`src/rtl/cgr_pkg.sv`:
```
// cgr_pkg: shared types, constants and helpers for the color gradient ramp
// used by cgr_front, cgr_back and color_gradient_ramp; no dependencies
package cgr_pkg;

    localparam int KEY_MAX_DEF = 8;
    localparam int TIME_W      = 17;
    localparam int COLOR_W     = 32;
    localparam int KCNT_W      = 4;
    localparam int APB_DW      = 32;
    localparam int APB_AW      = 3;

    localparam logic [TIME_W-1:0] ONE_Q16    = 17'h10000;
    localparam logic [KCNT_W-1:0] KCNT_RESET = 4'd2;
    localparam logic [KCNT_W-1:0] KCNT_MIN   = 4'd2;

    // word index of the key count register (paddr bit 2)
    localparam logic REG_KEY_COUNT = 1'b0;

    localparam logic [COLOR_W-1:0] COLOR_OPAQUE_WHITE = 32'hFFFF_FFFF;
    localparam logic [COLOR_W-1:0] COLOR_CLEAR_WHITE  = 32'hFFFF_FF00;

    typedef enum logic {
        FUNC_WRITE = 1'b0,
        FUNC_EVAL  = 1'b1
    } t_func;

    typedef struct packed {
        logic               func;
        logic [2:0]         key_index;
        logic [TIME_W-1:0]  key_time;
        logic [COLOR_W-1:0] key_color;
        logic [TIME_W-1:0]  life_ratio;
    } t_in_item;

    typedef struct packed {
        logic [7:0] red;
        logic [7:0] green;
        logic [7:0] blue;
        logic [7:0] alpha;
    } t_out_item;

    // classified item held in the queue between front and back
    typedef struct packed {
        t_func              kind;
        logic [2:0]         idx;
        logic [TIME_W-1:0]  ktime;
        logic [COLOR_W-1:0] color;
        logic [TIME_W-1:0]  ratio;
    } t_cmd;

    typedef enum logic [2:0] {
        BS_IDLE,
        BS_SRCH,
        BS_DIV,
        BS_MIX,
        BS_DONE
    } t_bstate;

    typedef struct packed {
        logic idle;
        logic out_full;
    } t_back_stat;

    function automatic logic [TIME_W-1:0] sat_one(input logic [TIME_W-1:0] v);
        return (v > ONE_Q16) ? ONE_Q16 : v;
    endfunction

    function automatic logic [TIME_W-1:0] reset_time(input int slot);
        return (slot == 1) ? ONE_Q16 : '0;
    endfunction

    function automatic logic [COLOR_W-1:0] reset_color(input int slot);
        logic [COLOR_W-1:0] c;
        c = '0;
        if (slot == 0) begin
            c = COLOR_OPAQUE_WHITE;
        end else if (slot == 1) begin
            c = COLOR_CLEAR_WHITE;
        end
        return c;
    endfunction

endpackage

```
`src/rtl/cgr_ram.sv`:
```
// cgr_ram: generic single write port, single read port RAM with registered read
// no dependencies
module cgr_ram #(
    parameter int WIDTH = 32,
    parameter int DEPTH = 8
) (
    input  logic                                    i_clk,
    input  logic                                    i_we,
    input  logic [((DEPTH > 1) ? $clog2(DEPTH) : 1)-1:0] i_waddr,
    input  logic [WIDTH-1:0]                        i_wdata,
    input  logic [((DEPTH > 1) ? $clog2(DEPTH) : 1)-1:0] i_raddr,
    output logic [WIDTH-1:0]                        o_rdata
);

    logic [WIDTH-1:0] r_mem [DEPTH];
    logic [WIDTH-1:0] r_rdata;

    always_ff @(posedge i_clk) begin
        if (i_we) begin
            r_mem[i_waddr] <= i_wdata;
        end
        r_rdata <= r_mem[i_raddr];
    end

    assign o_rdata = r_rdata;

endmodule

```
`src/rtl/cgr_front.sv`:
```
// cgr_front: accepts input transfers, classifies and clamps them, queues them
// depends on cgr_pkg
module cgr_front #(
    parameter int MAX_KEYS = cgr_pkg::KEY_MAX_DEF
) (
    input  logic             i_clk,
    input  logic             i_rst_n,
    input  logic             i_item_valid,
    output logic             o_item_ready,
    input  cgr_pkg::t_in_item i_item,
    output logic             o_cmd_valid,
    input  logic             i_cmd_ready,
    output cgr_pkg::t_cmd    o_cmd
);

    cgr_pkg::t_cmd r_buf [2];
    cgr_pkg::t_cmd w_cmd;
    logic [1:0]    r_cnt;
    logic          r_wp;
    logic          r_rp;
    logic          w_drop;
    logic          w_push;
    logic          w_pop;

    always_comb begin
        w_cmd.kind  = cgr_pkg::t_func'(i_item.func);
        w_cmd.idx   = i_item.key_index;
        w_cmd.ktime = cgr_pkg::sat_one(i_item.key_time);
        w_cmd.color = i_item.key_color;
        w_cmd.ratio = cgr_pkg::sat_one(i_item.life_ratio);
    end

    // writes to slots beyond the table are dropped here
    assign w_drop = (w_cmd.kind == cgr_pkg::FUNC_WRITE) && (int'(i_item.key_index) >= MAX_KEYS);

    assign o_item_ready = (r_cnt != 2'd2);
    assign o_cmd_valid  = (r_cnt != 2'd0);
    assign o_cmd        = r_buf[r_rp];
    assign w_push       = i_item_valid && o_item_ready && !w_drop;
    assign w_pop        = o_cmd_valid && i_cmd_ready;

    always_ff @(posedge i_clk) begin
        if (!i_rst_n) begin
            r_cnt <= 2'd0;
            r_wp  <= 1'b0;
            r_rp  <= 1'b0;
        end else begin
            if (w_push) begin
                r_wp <= ~r_wp;
            end
            if (w_pop) begin
                r_rp <= ~r_rp;
            end
            unique case ({w_push, w_pop})
                2'b10:   r_cnt <= r_cnt + 2'd1;
                2'b01:   r_cnt <= r_cnt - 2'd1;
                default: r_cnt <= r_cnt;
            endcase
        end
    end

    always_ff @(posedge i_clk) begin
        if (w_push) begin
            r_buf[r_wp] <= w_cmd;
        end
    end

endmodule

```
`src/rtl/cgr_back.sv`:
```
// cgr_back: key table, segment search, 2-bit-per-cycle divider, channel mix, result register
// depends on cgr_pkg and cgr_ram
module cgr_back #(
    parameter int MAX_KEYS = cgr_pkg::KEY_MAX_DEF
) (
    input  logic                          i_clk,
    input  logic                          i_rst_n,
    input  logic [cgr_pkg::KCNT_W-1:0]    i_key_count,
    input  logic                          i_cmd_valid,
    output logic                          o_cmd_ready,
    input  cgr_pkg::t_cmd                 i_cmd,
    output logic                          o_res_valid,
    input  logic                          i_res_ready,
    output cgr_pkg::t_out_item            o_res,
    output cgr_pkg::t_back_stat           o_stat
);

    localparam int AW = (MAX_KEYS > 1) ? $clog2(MAX_KEYS) : 1;
    localparam int TW = cgr_pkg::TIME_W;
    localparam int CW = cgr_pkg::COLOR_W;
    localparam int RW = TW + CW;
    localparam int PW = 8 + TW;

    function automatic logic [TW:0] div_step(input logic [TW-1:0] rem,
                                              input logic [TW-1:0] den);
        logic [TW:0] sh;
        logic [TW:0] dx;
        sh = {rem, 1'b0};
        dx = {1'b0, den};
        if (sh >= dx) begin
            return {1'b1, TW'(sh - dx)};
        end else begin
            return {1'b0, sh[TW-1:0]};
        end
    endfunction

    cgr_pkg::t_bstate r_state, n_state;
    logic [AW-1:0]    r_idx, n_idx;
    logic [AW-1:0]    r_last, n_last;
    logic [TW-1:0]    r_ratio, n_ratio;
    logic [TW-1:0]    r_t0, n_t0;
    logic [CW-1:0]    r_c0, n_c0;
    logic [CW-1:0]    r_c1, n_c1;
    logic [TW-1:0]    r_rem, n_rem;
    logic [TW-1:0]    r_den, n_den;
    logic [TW-1:0]    r_q, n_q;
    logic [2:0]       r_dcnt, n_dcnt;
    logic [2:0]       r_ch, n_ch;
    logic [PW-1:0]    r_p0, n_p0;
    logic [PW-1:0]    r_p1, n_p1;
    logic [CW-1:0]    r_res, n_res;
    logic             r_out_valid;
    logic [CW-1:0]    r_out;

    logic [(1 << AW)-1:0] r_vld;
    logic             r_rd_vld;
    logic [AW-1:0]    r_rd_addr;

    logic             w_we;
    logic [AW-1:0]    w_waddr;
    logic [AW-1:0]    w_raddr;
    logic [RW-1:0]    w_rdata;
    logic [TW-1:0]    w_cur_t;
    logic [CW-1:0]    w_cur_c;
    logic             w_hit;
    logic [TW-1:0]    w_num;
    logic [TW-1:0]    w_den;
    logic [AW-1:0]    w_last;
    logic             w_out_free;
    logic [TW:0]      w_st1;
    logic [TW:0]      w_st0;
    logic [9:0]       w_sum;
    logic [7:0]       w_mix;

    // last key in use, from the clamped key count
    always_comb begin
        if (i_key_count < cgr_pkg::KCNT_MIN) begin
            w_last = AW'(1);
        end else if (int'(i_key_count) > MAX_KEYS) begin
            w_last = AW'(MAX_KEYS - 1);
        end else begin
            w_last = AW'(i_key_count - 4'd1);
        end
    end

    assign o_cmd_ready = (r_state == cgr_pkg::BS_IDLE);
    assign w_we        = o_cmd_ready && i_cmd_valid && (i_cmd.kind == cgr_pkg::FUNC_WRITE);
    assign w_waddr     = AW'(i_cmd.idx);
    assign w_raddr     = (r_state == cgr_pkg::BS_IDLE) ? '0 : r_idx + AW'(1);

    cgr_ram #(
        .WIDTH (RW),
        .DEPTH (MAX_KEYS)
    ) u_keys (
        .i_clk   (i_clk),
        .i_we    (w_we),
        .i_waddr (w_waddr),
        .i_wdata ({i_cmd.ktime, i_cmd.color}),
        .i_raddr (w_raddr),
        .o_rdata (w_rdata)
    );

    // slots never written read as their reset key
    assign w_cur_t = r_rd_vld ? w_rdata[RW-1:CW] : cgr_pkg::reset_time(int'(r_rd_addr));
    assign w_cur_c = r_rd_vld ? w_rdata[CW-1:0]  : cgr_pkg::reset_color(int'(r_rd_addr));

    assign w_hit = (r_ratio >= r_t0) && (r_ratio <= w_cur_t);
    assign w_num = w_cur_t - r_ratio;
    assign w_den = w_cur_t - r_t0;

    assign w_st1 = div_step(r_rem, r_den);
    assign w_st0 = div_step(w_st1[TW-1:0], r_den);

    assign w_sum = {1'b0, r_p0[PW-1:16]} + {1'b0, r_p1[PW-1:16]};
    assign w_mix = (w_sum > 10'd255) ? 8'hFF : w_sum[7:0];

    assign w_out_free = !r_out_valid || i_res_ready;

    // next state
    always_comb begin
        n_state = r_state;
        unique case (r_state)
            cgr_pkg::BS_IDLE: begin
                if (i_cmd_valid && i_cmd.kind == cgr_pkg::FUNC_EVAL) begin
                    n_state = cgr_pkg::BS_SRCH;
                end
            end
            cgr_pkg::BS_SRCH: begin
                if (r_idx != '0) begin
                    if (w_hit) begin
                        n_state = (w_den == '0) ? cgr_pkg::BS_MIX : cgr_pkg::BS_DIV;
                    end else if (r_idx == r_last) begin
                        n_state = cgr_pkg::BS_DONE;
                    end
                end
            end
            cgr_pkg::BS_DIV: begin
                if (r_dcnt == 3'd0) begin
                    n_state = cgr_pkg::BS_MIX;
                end
            end
            cgr_pkg::BS_MIX: begin
                if (r_ch == 3'd4) begin
                    n_state = cgr_pkg::BS_DONE;
                end
            end
            cgr_pkg::BS_DONE: begin
                if (w_out_free) begin
                    n_state = cgr_pkg::BS_IDLE;
                end
            end
            default: n_state = cgr_pkg::BS_IDLE;
        endcase
    end

    // datapath
    always_comb begin
        n_idx   = r_idx;
        n_last  = r_last;
        n_ratio = r_ratio;
        n_t0    = r_t0;
        n_c0    = r_c0;
        n_c1    = r_c1;
        n_rem   = r_rem;
        n_den   = r_den;
        n_q     = r_q;
        n_dcnt  = r_dcnt;
        n_ch    = r_ch;
        n_p0    = r_p0;
        n_p1    = r_p1;
        n_res   = r_res;
        unique case (r_state)
            cgr_pkg::BS_IDLE: begin
                n_idx   = '0;
                n_last  = w_last;
                n_ratio = i_cmd.ratio;
            end
            cgr_pkg::BS_SRCH: begin
                if (r_idx == '0) begin
                    n_t0  = w_cur_t;
                    n_c0  = w_cur_c;
                    n_idx = r_idx + AW'(1);
                end else if (w_hit) begin
                    n_c1   = w_cur_c;
                    n_den  = w_den;
                    n_dcnt = 3'd7;
                    n_ch   = 3'd0;
                    if (w_den == '0) begin
                        n_q   = '0;
                        n_rem = '0;
                    end else if (w_num >= w_den) begin
                        n_q   = cgr_pkg::ONE_Q16;
                        n_rem = w_num - w_den;
                    end else begin
                        n_q   = '0;
                        n_rem = w_num;
                    end
                end else if (r_idx == r_last) begin
                    n_res = w_cur_c;
                end else begin
                    n_t0  = w_cur_t;
                    n_c0  = w_cur_c;
                    n_idx = r_idx + AW'(1);
                end
            end
            cgr_pkg::BS_DIV: begin
                n_rem  = w_st0[TW-1:0];
                n_q    = {r_q[TW-1], r_q[TW-4:0], w_st1[TW], w_st0[TW]};
                n_dcnt = r_dcnt - 3'd1;
            end
            cgr_pkg::BS_MIX: begin
                if (r_ch != 3'd4) begin
                    n_p0 = PW'(r_c0[CW-1 -: 8]) * PW'(r_q);
                    n_p1 = PW'(r_c1[CW-1 -: 8]) * PW'(cgr_pkg::ONE_Q16 - r_q);
                    n_c0 = r_c0 << 8;
                    n_c1 = r_c1 << 8;
                end
                if (r_ch != 3'd0) begin
                    n_res = {r_res[CW-9:0], w_mix};
                end
                n_ch = r_ch + 3'd1;
            end
            cgr_pkg::BS_DONE: begin
                n_res = r_res;
            end
            default: begin
                n_res = r_res;
            end
        endcase
    end

    always_ff @(posedge i_clk) begin
        if (!i_rst_n) begin
            r_state     <= cgr_pkg::BS_IDLE;
            r_out_valid <= 1'b0;
            r_vld       <= '0;
        end else begin
            r_state <= n_state;
            if (r_state == cgr_pkg::BS_DONE && w_out_free) begin
                r_out_valid <= 1'b1;
            end else if (i_res_ready) begin
                r_out_valid <= 1'b0;
            end
            if (w_we) begin
                r_vld[w_waddr] <= 1'b1;
            end
        end
    end

    always_ff @(posedge i_clk) begin
        r_idx     <= n_idx;
        r_last    <= n_last;
        r_ratio   <= n_ratio;
        r_t0      <= n_t0;
        r_c0      <= n_c0;
        r_c1      <= n_c1;
        r_rem     <= n_rem;
        r_den     <= n_den;
        r_q       <= n_q;
        r_dcnt    <= n_dcnt;
        r_ch      <= n_ch;
        r_p0      <= n_p0;
        r_p1      <= n_p1;
        r_res     <= n_res;
        r_rd_vld  <= r_vld[w_raddr];
        r_rd_addr <= w_raddr;
        if (r_state == cgr_pkg::BS_DONE && w_out_free) begin
            r_out <= r_res;
        end
    end

    assign o_res_valid   = r_out_valid;
    assign o_res         = cgr_pkg::t_out_item'(r_out);
    assign o_stat.idle     = (r_state == cgr_pkg::BS_IDLE);
    assign o_stat.out_full = r_out_valid;

endmodule

```
`src/rtl/color_gradient_ramp.sv`:
```
// color_gradient_ramp: top level of the piecewise linear RGBA gradient
// depends on cgr_pkg, cgr_front, cgr_back (and cgr_ram through cgr_back)
//
// usage
// - item channel (i_item_valid / o_item_ready / i_item): one transfer is either a key
//   write (func 0: slot, Q1.16 time, RGBA color) or an evaluate (func 1: Q1.16 ratio)
// - result channel (o_res_valid / i_res_ready / o_res): one RGBA transfer per evaluate,
//   nothing for a key write
// - APB port: one register at byte address 0, key_count (4 bits, resets to 2);
//   the user must write it only while the block is idle; the block does not enforce it
// - an evaluate reads keys from the key RAM, one key read per cycle, until it finds
//   the segment that holds the ratio, then runs the 2-bit division and the per-channel
//   mixing, else gives the last key's color; a key write goes straight into the key RAM
// - the back end works one item at a time; a two-entry queue in front keeps
//   taking transfers until it holds two items
// - reset clears the queue, the result valid flag and the slot valid bits, so the
//   table reads as its default two-key ramp (opaque white to transparent white)
// - a stalled receiver holds the result in its register; the back end finishes the
//   next evaluate and then waits, while the queue keeps filling up to two items
module color_gradient_ramp #(
    parameter int MAX_KEYS = cgr_pkg::KEY_MAX_DEF
) (
    input  logic                        i_clk,
    input  logic                        i_rst_n,
    // item channel
    input  logic                        i_item_valid,
    output logic                        o_item_ready,
    input  cgr_pkg::t_in_item           i_item,
    // result channel
    output logic                        o_res_valid,
    input  logic                        i_res_ready,
    output cgr_pkg::t_out_item          o_res,
    // configuration port
    input  logic                        psel,
    input  logic                        penable,
    input  logic                        pwrite,
    input  logic [cgr_pkg::APB_AW-1:0]  paddr,
    input  logic [cgr_pkg::APB_DW-1:0]  pwdata,
    output logic [cgr_pkg::APB_DW-1:0]  prdata,
    output logic                        pready
);

    logic [cgr_pkg::KCNT_W-1:0] r_key_count;
    logic                       w_cfg_wr;
    logic                       w_cmd_valid;
    logic                       w_cmd_ready;
    cgr_pkg::t_cmd              w_cmd;
    cgr_pkg::t_back_stat        w_bstat;

    // configuration register, written on the access phase of an APB write
    assign pready   = 1'b1;
    assign w_cfg_wr = psel && penable && pwrite && pready;

    always_ff @(posedge i_clk) begin
        if (!i_rst_n) begin
            r_key_count <= cgr_pkg::KCNT_RESET;
        end else if (w_cfg_wr && paddr[2] == cgr_pkg::REG_KEY_COUNT) begin
            // register keeps the raw bits; clamping happens at use
            r_key_count <= pwdata[cgr_pkg::KCNT_W-1:0];
        end
    end

    // read data for the key count word, zero elsewhere
    assign prdata = (paddr[2] == cgr_pkg::REG_KEY_COUNT)
                  ? {{(cgr_pkg::APB_DW - cgr_pkg::KCNT_W){1'b0}}, r_key_count}
                  : '0;

    // front end: take transfers, clamp times and ratios, queue them
    cgr_front #(
        .MAX_KEYS (MAX_KEYS)
    ) u_front (
        .i_clk        (i_clk),
        .i_rst_n      (i_rst_n),
        .i_item_valid (i_item_valid),
        .o_item_ready (o_item_ready),
        .i_item       (i_item),
        .o_cmd_valid  (w_cmd_valid),
        .i_cmd_ready  (w_cmd_ready),
        .o_cmd        (w_cmd)
    );

    // back end: key table, segment search, divide, mix, result register
    cgr_back #(
        .MAX_KEYS (MAX_KEYS)
    ) u_back (
        .i_clk       (i_clk),
        .i_rst_n     (i_rst_n),
        .i_key_count (r_key_count),
        .i_cmd_valid (w_cmd_valid),
        .o_cmd_ready (w_cmd_ready),
        .i_cmd       (w_cmd),
        .o_res_valid (o_res_valid),
        .i_res_ready (i_res_ready),
        .o_res       (o_res),
        .o_stat      (w_bstat)
    );

    // a result only appears after the back end has been busy
    a_res_after_work: assert property (@(posedge i_clk) disable iff (!i_rst_n)
        $rose(o_res_valid) |-> $past(!w_bstat.idle))
        else $error("result appeared without back end work");

    // an evaluate taken from the queue always starts the back end
    a_eval_starts: assert property (@(posedge i_clk) disable iff (!i_rst_n)
        (w_cmd_valid && w_cmd_ready && w_cmd.kind == cgr_pkg::FUNC_EVAL) |=> !w_bstat.idle)
        else $error("evaluate transfer did not start the back end");

    // key count comes out of reset at its default
    a_kcnt_reset: assert property (@(posedge i_clk)
        !i_rst_n |=> (r_key_count == cgr_pkg::KCNT_RESET))
        else $error("key count not at reset value after reset");

endmodule
```
`config.mk`:
```
export PLATFORM = sky130hd
export DESIGN_NAME = color_gradient_ramp
export DESIGN_NICKNAME = d
export VERILOG_FILES = /design/src/rtl/cgr_pkg.sv /design/src/rtl/cgr_ram.sv /design/src/rtl/cgr_front.sv /design/src/rtl/cgr_back.sv /design/src/rtl/color_gradient_ramp.sv
export SDC_FILE = /design/constraint.sdc
export NUM_CORES = 2
export LEC_CHECK = 0
export BUFFER_PORTS_ARGS = -buffer_cell sky130_fd_sc_hd__buf_4
export CAP_MARGIN = 10
export CORE_MARGIN = 2
export CORE_UTILIZATION = 50
export DETAILED_ROUTE_END_ITERATION = 10
export PLACE_DENSITY = 0.68
export SYNTH_ARGS = -nofsm -noshare
export SYNTH_HDL_FRONTEND = slang
export SYNTH_HIERARCHICAL = 1
export SYNTH_SLANG_ARGS = --single-unit
```
`constraint.sdc`:
```
create_clock -name i_clk -period 8.6 [get_ports i_clk]
set_clock_uncertainty 0.1 [all_clocks]
set_input_delay 1.72 -clock i_clk [delete_from_list [all_inputs] [get_ports i_clk]]
set_output_delay 1.72 -clock i_clk [all_outputs]
set_load 0.02 [all_outputs]
```
==> metrics.md <==
| Metric | Value |
|---|---|
| Core ar. | `0.0903 sq mm` |
| Area delta synth->final | `10.7%` |
| Peak Freq | `137 MHz` |
| Sw Ratio | `0.336` |
| Post-CTS Setup Bufs | `0` |
| Routability Congestion | `0.887` |
| Largest net degree at the start of global routing | `102` |
| Pwr per Cell Area | `287 mW/mm^2` |
| Final Setup Violations | `0` |
| Crit. Startpoint | `u_back/r_q[2]` |
| First-pass GRT wire length | `149,000 um` |
| CTS resizes | `0` |
| Ant diodes | `0` |
| TNS Setup | `0 ns` |
| Worst Reg2Reg Path Length in Cells | `23` |
| Via density | `between 5 and 6` |
| CP max FO | `13` |
| Initial antenna violation count | `1` |
| Hold Path End | `u_back/o_res[29]` |
| Syn Std Cell Area | `0.0456 sq mm` |
| Final worst slack | `~1.3 ns` |
| Vias in the first global route | `26,900` |
| Unrepaired setup endpoints after global routing | `false` |
| Clk root buf | `clkbuf_16` |
| DRT Pass-1 Iters | `7` |
| Inserted Clock Buffers | `87` |
| P_int | `9.62 mW` |
| Net load switching power | `slightly below 5 mW` |
| Routed WL | `around 94,000 um` |
| Initial Util | `0.505` |
| Antenna Nets Post-Route | `0` |
| Gr usage total | `0.204` |
| IO Port Bufs | `119` |
| DRC | `0` |
| Hold wc startpoint | `u_back/r_res[29]` |
| Status | `complete, no violations` |
| Critical Path AT | `7.61 ns` |
| Period Utilization, post-route | `0.850` |
| Flop pwr share | `0.383` |
| Worst-Margin Slew | `~1.2 ns` |
| Hold-fix buffers at CTS | `0` |
| H-Tree Level Count | `3` |
| Worst-path clk slew | `0.08 ns` |
| Cell area after layout | `0.0505 sq mm` |
| Total power draw | `~14 mW` |
| Hold Slack | `0.319 ns` |
| First DRT Iteration DRCs | `2,326` |
| Slew Viols, Final | `0` |
| Place WS | `1.32 ns` |
| Synth warn | `6` |
| Final Hold Viols | `0` |
| R2R Path Start | `u_back/r_q[2]` |
| Num rows | `110` |
| Nets | `4,034` |
| Clock share of power | `0.249` |
| Routed via count | `around 26,000` |
| Die Y | `306 um` |
| VDD IR max | `0.251 mV` |
| DP Area | `0.0477 sq mm` |
| Hold Path Class | `register to register` |
| Gr ovfl total | `0` |
| Leak pwr | `19.1 nW` |
| Fin crit period | `7.31 ns` |
| Kind of start point of the critical path | `register` |
| Worst path required time | `8.90 ns` |
| Die footprint | `0.0937 sq mm` |
| Reg2reg setup slack | `1.29 ns` |
| Mapped Cells | `around 3,400` |
| Worst flop-to-flop path endpoint | `u_back/r_p1[24]` |
| Share of cells above drive strength 1 | `0.158` |
| Crit end category | `register` |
| DIE WIDTH | `306 um` |
| Clock Tree Buf Depth | `3` |
| Synthesized area per cell | `13.4 sq um` |
| Max capacitance violation total | `0` |
| CTS tree | `done` |
| Clock sinks | `849` |
| DR WL/cell | `19.7 um` |
| Clock Latency Late Sink | `between 0.6 and 0.7 ns` |
| DP HPWL | `63,000 um` |
| Crit Path Category | `register to register` |
| Slew Limit Headroom | `0.213` |
| Hold Path Depth | `0` |
| Comb pwr share | `0.367` |
| I/O Pins | `179` |
-- metrics by stage --
step | std cells | util
2_1_floorplan | 3422 | -
3_3_place_gp | 4603 | 0.529
3_5_place_dp | 4603 | 0.529
4_1_cts | 4765 | 0.559
5_1_grt | 4765 | 0.559
6_report | 4765 | 0.559
-- cell usage in the layout (no fill, tap or decap), types with 15 or more instances in the layout --
cell type and n:
nor2b_1 62, xor2_1 36, clkbuf_1 29, nand2b_1 21
nor3_1 46, nand4_1 16, conb_1 29, mux2_2 131
nand3_1 22, a211oi_1 20, or3_1 15, mux2i_1 23
nor2_1 111, fa_1 202, nand2_1 268, inv_1 356
ha_1 204, o21a_1 91, o21ai_0 71, dfxtp_1 72
buf_4 148, xnor2_1 68, clkbuf_16 87, edfxtp_1 775
mux4_2 98, a21oi_1 96, and3_1 32, a21o_1 45
and2_1 169
-- area by class of cell --
type,count,area [sq um]
fillers,7296,39800
well taps,1176,1470
multi-input cells,2071,19000
repair buffers,149,1130
clock buffers,119,2330
inverters,358,1350
clock inverters,43,424
flip-flops and latches,849,24800
-- worst max-delay path: stages (launching register included) --
cell      delay (ns)
edfxtp_1        0.60
nor3_1          0.43
nand2_1         0.18
nor3_1          0.42
nand2_1         0.15
nor3_1          0.20
xnor2_1         0.35
nand2_1         0.17
fa_1            0.53
inv_1           0.05
fa_1            0.47
fa_1            0.49
inv_1           0.05
fa_1            0.53
inv_1           0.04
ha_1            0.29
and3_1          0.16
a221o_1         0.37
a311o_1         0.39
a31oi_1         0.31
o21ai_0         0.21
a31o_2          0.29
a21oi_1         0.18
xnor2_1         0.08
-- worst max-delay path by stage --
stage / end / slack, ns / cells past startpoint
global route: u_back/r_p1[24] / 0.77 / 22
global placement: u_back/r_p1[24] / 1.40 / 21
floorplan: u_back/u_keys/r_mem[0][0] / 1.86 / 5
finish: u_back/r_p1[24] / 1.29 / 23
detailed placement: u_back/r_p1[24] / 1.32 / 22
CTS: u_back/r_p1[24] / 1.31 / 23
-- state kept, by name, indices dropped and copies added, names as in the netlist, 4 cells and up, named ones only --
register and flops:
u_back/r_rem 17, u_back/r_p1 9, u_back/r_c0 32, u_back/r_den 17
u_back/r_vld 8, u_back/r_res 32, u_back/o_res 32, u_back/r_ratio 17
u_back/r_p0 9, u_front/r_buf 140, u_back/r_q 17, u_back/u_keys/r_mem 392
u_back/u_keys/o_rdata 49, u_back/r_t0 17, r_key_count 4, u_back/r_c1 32
-- power by group through the flow --
| stage | Clock, mW | Combinational [mW] | Sequential [mW] |
|---|---|---|---|
| detailed placement | 0 | 5.27 | 5.63 |
| global placement | 0 | 5.20 | 5.62 |
| floorplan | 0 | 4.08 | 5.51 |
| global route | 3.85 | 5.94 | 5.59 |
| finish | 3.61 | 5.32 | 5.55 |
| CTS | 3.69 | 5.32 | 5.55 |
-- metal layers --
| metal | share of wire | up-vias | wire (um) | GRT usage |
|---|---|---|---|---|
| met5 | 0 | - | 0 | 0 |
| met2 | 0.48 | 616 | 45400 | 0.339 |
| li1 | - | 12300 | - | - |
| met4 | 0.019 | 0 | 1820 | 0.0510 |
| met1 | 0.45 | 13100 | 41900 | 0.283 |
| met3 | 0.052 | 115 | 4910 | 0.0304 |
No activity file was read; power rests on OpenSTA's default activity.
